[src/hw/rtl/nia_pkg.sv]
// ----------------------------------------------------------------------------
// nia_pkg
// Shared types and constants for the nearest idle unit assigner.
// ----------------------------------------------------------------------------
`default_nettype none

package nia_pkg;

    localparam int ID_W    = 16;
    localparam int POS_W   = 16;
    localparam int DIST_W  = 33;
    localparam int OSLOT_W = 7;

    localparam logic [DIST_W-1:0] MAX_DIST_RESET = 33'd1000000;

    typedef struct packed {
        logic [ID_W-1:0]         id;
        logic signed [POS_W-1:0] x;
        logic signed [POS_W-1:0] y;
        logic                    idle;
    } t_entry;

    typedef struct packed {
        logic start;   // load limit as best, clear found and pick
        logic valid;   // entry at ring head is presented
        logic elig;    // entry is filled and idle
    } t_dist_ctl;

endpackage

`default_nettype wire

[src/hw/rtl/nia_cell.sv]
// ----------------------------------------------------------------------------
// nia_cell
// One slot of the unit ring; takes its neighbor's entry on every shift.
// ----------------------------------------------------------------------------
`default_nettype none

module nia_cell (
    input  wire logic            i_clk,
    input  wire logic            i_shift,
    input  wire nia_pkg::t_entry i_entry,
    output nia_pkg::t_entry      o_entry
);
    import nia_pkg::*;

    t_entry r_entry;

    always_ff @(posedge i_clk) begin
        if (i_shift) begin
            r_entry <= i_entry;
        end
    end

    assign o_entry = r_entry;

endmodule

`default_nettype wire

[config.mk]
export PLATFORM = sky130hd
export DESIGN_NAME = nia_cell
export DESIGN_NICKNAME = d
export VERILOG_FILES = /design/src/hw/rtl/nia_pkg.sv /design/src/hw/rtl/nia_cell.sv
export SDC_FILE = /design/constraint.sdc
export NUM_CORES = 1
export LEC_CHECK = 0
export BUFFER_PORTS_ARGS = -buffer_cell sky130_fd_sc_hd__buf_2
export CORE_MARGIN = 2
export CORE_UTILIZATION = 36
export CTS_CLUSTER_SIZE = 20
export DETAILED_ROUTE_END_ITERATION = 8
export PLACE_DENSITY = 0.74
export SLEW_MARGIN = 20
export SYNTH_ARGS = -nofsm -noshare
export SYNTH_HDL_FRONTEND = slang
export SYNTH_SLANG_ARGS = --single-unit
[constraint.sdc]
create_clock -name i_clk -period 0.8 [get_ports i_clk]
set_input_delay 0.04 -clock i_clk [delete_from_list [all_inputs] [get_ports i_clk]]
set_output_delay 0.04 -clock i_clk [all_outputs]
set_load 0.05 [all_outputs]
==> impl_results.md <==
- Status: finished with violations
- Failing checks: setup timing
- Total track usage: 16.8%
- Final core occ: 74.2%
- Pint: around 4300 µW
- Routability Congestion: 0.656
- Multi-input gate count: 0
- Gate power share: around 25%
- Vias in the first global route: about 1100
- Most frequent cells in the layout: 50 x buf_2, 49 x dlygate4sd3_1, 49 x edfxtp_1, 49 x buf_6, 5 x clkbuf_8
- Syn Inst Count: 49
- Leak: about 0.0012 µW
- Post-synthesis sequential area ratio: 100%
- CTS Root Cell: clkbuf_8
- Cell Pwr Density: 2030 nW/µm²
- Cell Area, Synth: 1470 µm²
- Die area: between 4000 and 5000 µm²
- WL final: roughly 3600 µm
- HP Class: in -> reg
- Residual DRC: 0
- Worst-Margin Slew: between 0.1 and 0.15 ns
- Most common cell after layout, fill and taps aside: buf_2
- Clock Tree Buf Depth: 2
- # port buffers: between 90 and 100
- Yosys top cell by area: edfxtp_1
- Row cnt: 23
- Violation count after the first detailed-route iteration: 34
- Warnings from Yosys: 0
- Via density per instance: a little over 4
- Chip Height: about 68 µm
- Layout cells sized above 1: a little over 50%
- H-tree depth: 2
- Synth unique cells: 1
- CTS Sinks: just under 50
- Setup crit end kind: output port
- Core area: 3970 µm²
- Hold_sp: i_shift
- Post-Syn Nets: 100
- Share of the synthesized area in the top cell type: 100%
- Die Wd: 67.9 µm
- Clock network power share: between 20 and 25%
- Final WS setup: -0.118 ns
- CP bufs+invs: 1
- Slew headroom: between 90% and 100%
- Wire per inst: between 10 and 15 µm
- ANT nets after route: 0
- Sequential Power Share: about 53%
- Critical path, cell by cell: buf_6
- Ant diodes: 0
- Switching share of total power: 28.1%
- Worst path slowest cell: edfxtp_1
- CTS tree: done
- FMAX: approximately 1100 MHz
- Area Growth Syn to Fin: 100%
- Crit-path leading delay family: flip-flops
- Tcrit/Tclk final: 115%
- Worst path max stage delay: 0.42 ns
- Initial Util: between 30% and 40%
- Net Switching: around 1700 µW
- #FFs+latches synth: 49
- Worst setup path startpoint: o_entry[9]$_DFFE_PP_
- Nets@finish: 257
- Final Hold Vio Count: 0
- I/O Pins: 100
- Grt ovf: 0
- Total Neg Setup Slack: -4.08 ns
- Multi-input logic area: 0 µm²
- CP Class: reg -> out
- RSZ-0062 raised after global routing: yes
- Minimum clock period: around 0.9 ns
- Max-cap violations: 0
- Largest register FFs: slightly below 50
- Worst Path Arrival: between 0.8 and 0.9 ns
- CP Launch Type: flop
- Vias: 1069
- Mean Syn Cell Area: roughly 30 µm²
- Initial antenna violation count: 0
- Worst vdd ir: approximately 0.0015 V
- CTS buffer count: 5
- Fin. max-slew vios: 0
- Global-route wire length before repair: around 5300 µm
- Largest net degree at the start of global routing: 27
- Critical Path RT: around 0.76 ns
- Clock-pin slew on the worst setup and hold paths: around 0.080 ns
- Final setup vio count: 49
- Top post-synthesis cells by area: edfxtp_1 100%
- Drt pass-1 iters: 4
- Crit Path Max Fanout: 1
[stage by stage]
step                instances  setup WS (ns)  total power [µW]  hold slack, ns  area, µm²
floorplan                  49          0.159              3870           0.139       1470
detailed placement        200          0.113              4240           0.218       2070
finish                    257         -0.118              5980           0.217       2950
CTS                       257         -0.126              6030           0.202       2950
global route              257         -0.155              6220           0.218       2950
global placement          200          0.129              4210           0.217       2070
[power groups by stage]
stage / logic [µW] / registers, µW / clock network [µW]
final: 1510 / 3150 / 1320
after global routing: 1570 / 3170 / 1490
after CTS: 1510 / 3150 / 1370
after detailed placement: 1090 / 3150 / 0
after global placement: 1070 / 3140 / 0
after floorplan: 0 / 3870 / 0
[worst paths after layout]
path                  slack [ns]                     to  cells after the start
worst max-delay path       -0.12             o_entry[9]                      1
worst min-delay path        0.22  o_entry[14]$_DFFE_PP_                      2
[timing repair]
item,4_1_cts,5_1_grt
resized for setup,98,0
setup endpoints to repair,49,49
endpoints found under the hold margin,49,0
hold buffers,49,0
setup buffers,0,0
[logic make-up (layout without fill, tap and decap cells)]
kind of cell / after synthesis / in the layout / synth area share (%)
flops: 49 / 49 / 100
buf+inv: 0 / 158 / 0
[synthesized netlist by cell type]
library cell and n:
edfxtp_1 49
[cell type report]
| cell class | count | area, µm² |
|---|---|---|
| sequential | 49 | 1470 |
| timing repair buffer | 150 | 1330 |
| fill | 253 | 1020 |
| clock buffer | 8 | 80.1 |
| tap | 50 | 62.6 |
[metal layers]
metal / up-vias / wire [µm] / global-route usage (%)
met3: 6 / 221 / 5.59
met4: 0 / 74 / 8.00
met1: 503 / 1110 / 15.2
li1: 510 / - / -
met2: 50 / 2230 / 32.6
met5: - / 0 / 0
No activity file was read; power rests on OpenSTA's default activity.
