<file path="src/hw/rtl/nia_pkg.sv">
// ----------------------------------------------------------------------------
// nia_pkg
// Shared types and constants for the nearest idle unit assigner.
// ----------------------------------------------------------------------------
`default_nettype none

package nia_pkg;

    localparam int ID_W    = 16;
    localparam int POS_W   = 16;
    localparam int DIST_W  = 33;
    localparam int OSLOT_W = 7;

    localparam logic [DIST_W-1:0] MAX_DIST_RESET = 33'd1000000;

    typedef struct packed {
        logic [ID_W-1:0]         id;
        logic signed [POS_W-1:0] x;
        logic signed [POS_W-1:0] y;
        logic                    idle;
    } t_entry;

    typedef struct packed {
        logic start;   // load limit as best, clear found and pick
        logic valid;   // entry at ring head is presented
        logic elig;    // entry is filled and idle
    } t_dist_ctl;

endpackage

`default_nettype wire

</file>
<file path="src/hw/rtl/nia_dist.sv">
// ----------------------------------------------------------------------------
// nia_dist
// Pipelined squared distance and running minimum over the ring head stream.
// ----------------------------------------------------------------------------
`default_nettype none

module nia_dist #(
    parameter int SLOT_W = 7
) (
    input  wire logic                        i_clk,
    input  wire logic                        i_rst_n,
    input  wire nia_pkg::t_dist_ctl          i_ctl,
    input  wire logic [SLOT_W-1:0]           i_slot,
    input  wire logic signed [15:0]          i_tx,
    input  wire logic signed [15:0]          i_ty,
    input  wire logic signed [15:0]          i_ux,
    input  wire logic signed [15:0]          i_uy,
    input  wire logic [32:0]                 i_limit,
    output logic                             o_busy,
    output logic                             o_found,
    output logic [SLOT_W-1:0]                o_pick
);
    import nia_pkg::*;

    logic                r_s1_v;
    logic                r_s1_e;
    logic [SLOT_W-1:0]   r_s1_slot;
    logic signed [16:0]  r_dx;
    logic signed [16:0]  r_dy;
    logic                r_s2_v;
    logic                r_s2_e;
    logic [SLOT_W-1:0]   r_s2_slot;
    logic [31:0]         r_sqx;
    logic [31:0]         r_sqy;
    logic [DIST_W-1:0]   r_best;
    logic                r_found;
    logic [SLOT_W-1:0]   r_pick;

    logic signed [16:0]  n_dx;
    logic signed [16:0]  n_dy;
    logic signed [33:0]  w_px;
    logic signed [33:0]  w_py;
    logic [DIST_W-1:0]   w_d;

    assign n_dx = $signed({i_ux[15], i_ux}) - $signed({i_tx[15], i_tx});
    assign n_dy = $signed({i_uy[15], i_uy}) - $signed({i_ty[15], i_ty});
    assign w_px = r_dx * r_dx;
    assign w_py = r_dy * r_dy;
    assign w_d  = {1'b0, r_sqx} + {1'b0, r_sqy};

    always_ff @(posedge i_clk) begin
        if (!i_rst_n) begin
            r_s1_v  <= 1'b0;
            r_s2_v  <= 1'b0;
            r_found <= 1'b0;
        end else begin
            r_s1_v <= i_ctl.valid;
            r_s2_v <= r_s1_v;
            if (i_ctl.start) begin
                r_found <= 1'b0;
            end else if (r_s2_v && r_s2_e && (w_d < r_best)) begin
                r_found <= 1'b1;
            end
        end
    end

    always_ff @(posedge i_clk) begin
        r_s1_e    <= i_ctl.elig;
        r_s1_slot <= i_slot;
        r_dx      <= n_dx;
        r_dy      <= n_dy;
        r_s2_e    <= r_s1_e;
        r_s2_slot <= r_s1_slot;
        r_sqx     <= w_px[31:0];
        r_sqy     <= w_py[31:0];
        if (i_ctl.start) begin
            r_best <= i_limit;
            r_pick <= '0;
        end else if (r_s2_v && r_s2_e && (w_d < r_best)) begin
            r_best <= w_d;
            r_pick <= r_s2_slot;
        end
    end

    assign o_busy  = r_s1_v | r_s2_v;
    assign o_found = r_found;
    assign o_pick  = r_pick;

endmodule

`default_nettype wire

</file>
<file path="config.mk">
export PLATFORM = sky130hd
export DESIGN_NAME = nia_dist
export DESIGN_NICKNAME = d
export VERILOG_FILES = /design/src/hw/rtl/nia_pkg.sv /design/src/hw/rtl/nia_dist.sv
export SDC_FILE = /design/constraint.sdc
export NUM_CORES = 2
export LEC_CHECK = 0
export BUFFER_PORTS_ARGS = -buffer_cell sky130_fd_sc_hd__buf_2
export CAP_MARGIN = 40
export CORE_ASPECT_RATIO = 0.75
export CORE_UTILIZATION = 50
export DETAILED_ROUTE_END_ITERATION = 6
export PLACE_DENSITY = 0.77
export SETUP_SLACK_MARGIN = 0.2
export SLEW_MARGIN = 25
export SYNTH_ARGS = -nofsm -noshare
export SYNTH_HDL_FRONTEND = slang
export SYNTH_SLANG_ARGS = --single-unit
</file>
<file path="constraint.sdc">
create_clock -name i_clk -period 6.05 [get_ports i_clk]
set_input_delay 0.9075 -clock i_clk [delete_from_list [all_inputs] [get_ports i_clk]]
set_output_delay 0.9075 -clock i_clk [all_outputs]
set_load 0.005 [all_outputs]
</file>
==> key figures <==
Route
  – Pre-antenna DRT Iters: 6
  – Drc violations: 0
  – Antenna viol nets, final: 0
  – Via count: slightly below 20000
  – Iter 0 DRT Violations: 1064
  – Vias per cell: between 5 and 6
  – DRT Wirelength: between 50 and 60 mm
  – WL/cell: between 15 and 20 um

STA
  – Hold Worst Slack: 318 ps
  – Final Cycle Share: 0.986
  – Setup Skew: ~14 ps
  – RSZ-0062 raised after global routing: true
  – Hold Vio Cnt, Final: 0
  – Tmin final: roughly 6000 ps
  – Worst-Margin Slew: just under 700 ps
  – Fmax achieved: about 0.17 GHz
  – Max-slew violations: 0
  – Sum Neg Setup Slack: 0 ps
  – Slew HR: 0.540
  – Final setup vio count: 0

Floorplanning
  – Die span in y: 201 um
  – Die W: 267 um
  – Site Rows: 72
  – Die Area: 53800 um2
  – Initial Util: 0.509
  – I/O Pins: 118
  – Core ar.: just over 50000 um2

Worst hold path
  – Class of the worst hold path: reg2reg

Placement
  – Port bufs: 117
  – Gpl congestion: around 0.91
  – DP HPWL: roughly 49 mm
  – Placed insts: 3717
  – Post-DP Area: roughly 29000 um2

GRT
  – First-pass GRT wire length: a little under 100 mm
  – GRT Util Overall: 0.227
  – Initial antenna violation count: 2
  – Vias in the first global route: just over 20000
  – Largest net degree at the start of global routing: 31
  – Gr ovfl total: 0

Clock network
  – Clk sink count: 155
  – CTS buffer count: 17
  – CTS root buf: clkbuf_16
  – Worst-case clock buffer depth: 2
  – CTS tree: done
  – H-tree levels: 4
  – Worst-Skew Late Latency: 470 ps
  – Clk slew on worst S/H paths: roughly 80 ps
  – # hold bufs at CTS: 0

Synthesis
  – Ys async rst share: 0
  – Seq cells post-synth: approximately 160
  – Top-count cell post-synth: inv_1
  – Sequential share of the synthesized area: 0.130
  – Synth cell types: 72
  – Top cell type's share of synthesized area: 0.390
  – Most frequent cells after synthesis: 762 x inv_1, 514 x fa_1, 261 x ha_1
  – Synth warn: 0
  – Mapped Area: 26400 um2
  – Ranking of synthesized cells by area: fa_1 39%, ha_1 12%, inv_1 11%, dfxtp_1 9.2%, edfxtp_1 3.8%
  – Post-Synthesis Cells: around 2800
  – EDFF count, synth: 33
  – Mapped Avg Cell Area: between 9 and 10 um2
  – Top FF cell, synth: dfxtp_1
  – Syn_nets: 3685
  – Yosys top cell by area: fa_1

Layout
  – Layout cells sized above 1: 0.185
  – Filler cell count in the final layout: about 4200
  – Seq. cell area: about 3500 um2
  – Area of the multi-input gates: 20600 um2
  – Area growth syn-to-layout: 16.6%
  – Finished Layout Cells: ~3800
  – Diodes inserted: 0
  – Post-layout nets: 3956
  – Final instance area: ~31000 um2

Run
  – Max Cap Viol: 0

Critical path
  – WS Path Type: reg2reg
  – Critical path endpoint category: register
  – CP Max Fanout: 6
  – CP Data Required Time: 6400 ps
  – Startpoint types: register
  – Worst EP arrival: 6320 ps

Run status
  – Status: completed
==> flip-flops by register name, summed over array words and instances, names as in the netlist <==
register   count
r_dy          17
r_s2_v         1
o_found        1
r_s2_e         1
o_pick         7
r_dx          17
r_sqy         31
r_sqx         31
r_s1_slot      7
r_s1_v         1
r_best        33
r_s1_e         1
r_s2_slot      7
==> cell usage in the layout, fill, tap and decap left out, types with 28 or more instances in the layout <==
cell	count
inv_1	743
fa_1	494
ha_1	238
nand2_1	211
buf_4	166
buf_2	117
xnor2_1	109
and2_1	104
dfxtp_1	91
nor2_1	87
a21oi_1	68
nor2b_1	37
edfxtp_1	33
nor3_1	29
o21ai_0	28
==> repair_timing <==
action / 4_1_cts / 5_1_grt
cloned: 0 / 0
setup endpoints to repair: 20 / 21
gates resized for setup: 65 / 181
setup buffers: 6 / 33
pin swaps: 14 / 93
==> cells by family after synthesis <==
group,Yosys count,synth area share
AO/OA/AOI/OAI,272,0.0700
XOR/XNOR,138,0.0458
adder cells (fa/ha/maj),775,0.513
buffers and inverters,821,0.117
flip-flops,155,0.130
multiplexers,33,0.0137
AND/OR/NAND/NOR,607,0.111
==> metal layers <==
| metal | GRT usage | routed length [um] | vias to the layer above |
|---|---|---|---|
| li1 | - | - | 9051 |
| met1 | 0.316 | 26100 | 9637 |
| met2 | 0.367 | 28400 | 455 |
| met3 | 0.0415 | 3460 | 71 |
| met4 | 0.0567 | 1080 | 0 |
| met5 | 0 | 0 | - |
==> stage by stage <==
step,worst slack [ps],utilization
after floorplan,194,-
after global placement,-52.8,0.556
after detailed placement,-247,0.557
final,87.6,0.593
after CTS,178,0.574
after global routing,-120,0.593
==> path summary, 6_finish.rpt <==
kind	startpoint	end	slack, ps	depth (start not counted)
setup / recovery	r_dx[3]	r_sqx[24]	90	22
hold / removal	r_s1_e	r_s2_e	320	0
setup reg to reg	r_dx[3]	r_sqx[24]	90	22
hold reg to reg	r_s1_e	r_s2_e	320	0
==> critical path, cell delays in order (launching register included) <==
cell and delay, ps:
dfxtp_4 380, buf_6 140, and2_4 170, ha_4 260, xor2_1 210, fa_1 450
fa_1 510, inv_1 50, fa_1 450, fa_1 510, inv_1 60, fa_1 490
inv_1 70, ha_4 240, nand4_1 180, buf_4 150, nor2_2 30, a22o_1 190
a311o_1 310, o31a_1 360, a41oi_4 360, nand2b_1 120, xor2_1 160
==> final cells by class <==
type	count	area share
Clock inverter	13	0.00597
Multi-Input combinational cell	1825	0.670
Sequential cell	155	0.115
Timing Repair Buffer	310	0.0720
Tap cell	703	0.0286
Clock buffer	19	0.0154
Inverter	763	0.0930
Power is left out: the tool's default activity adds up to more than one toggle a clock period on the data nets, which glitch-free logic cannot reach.
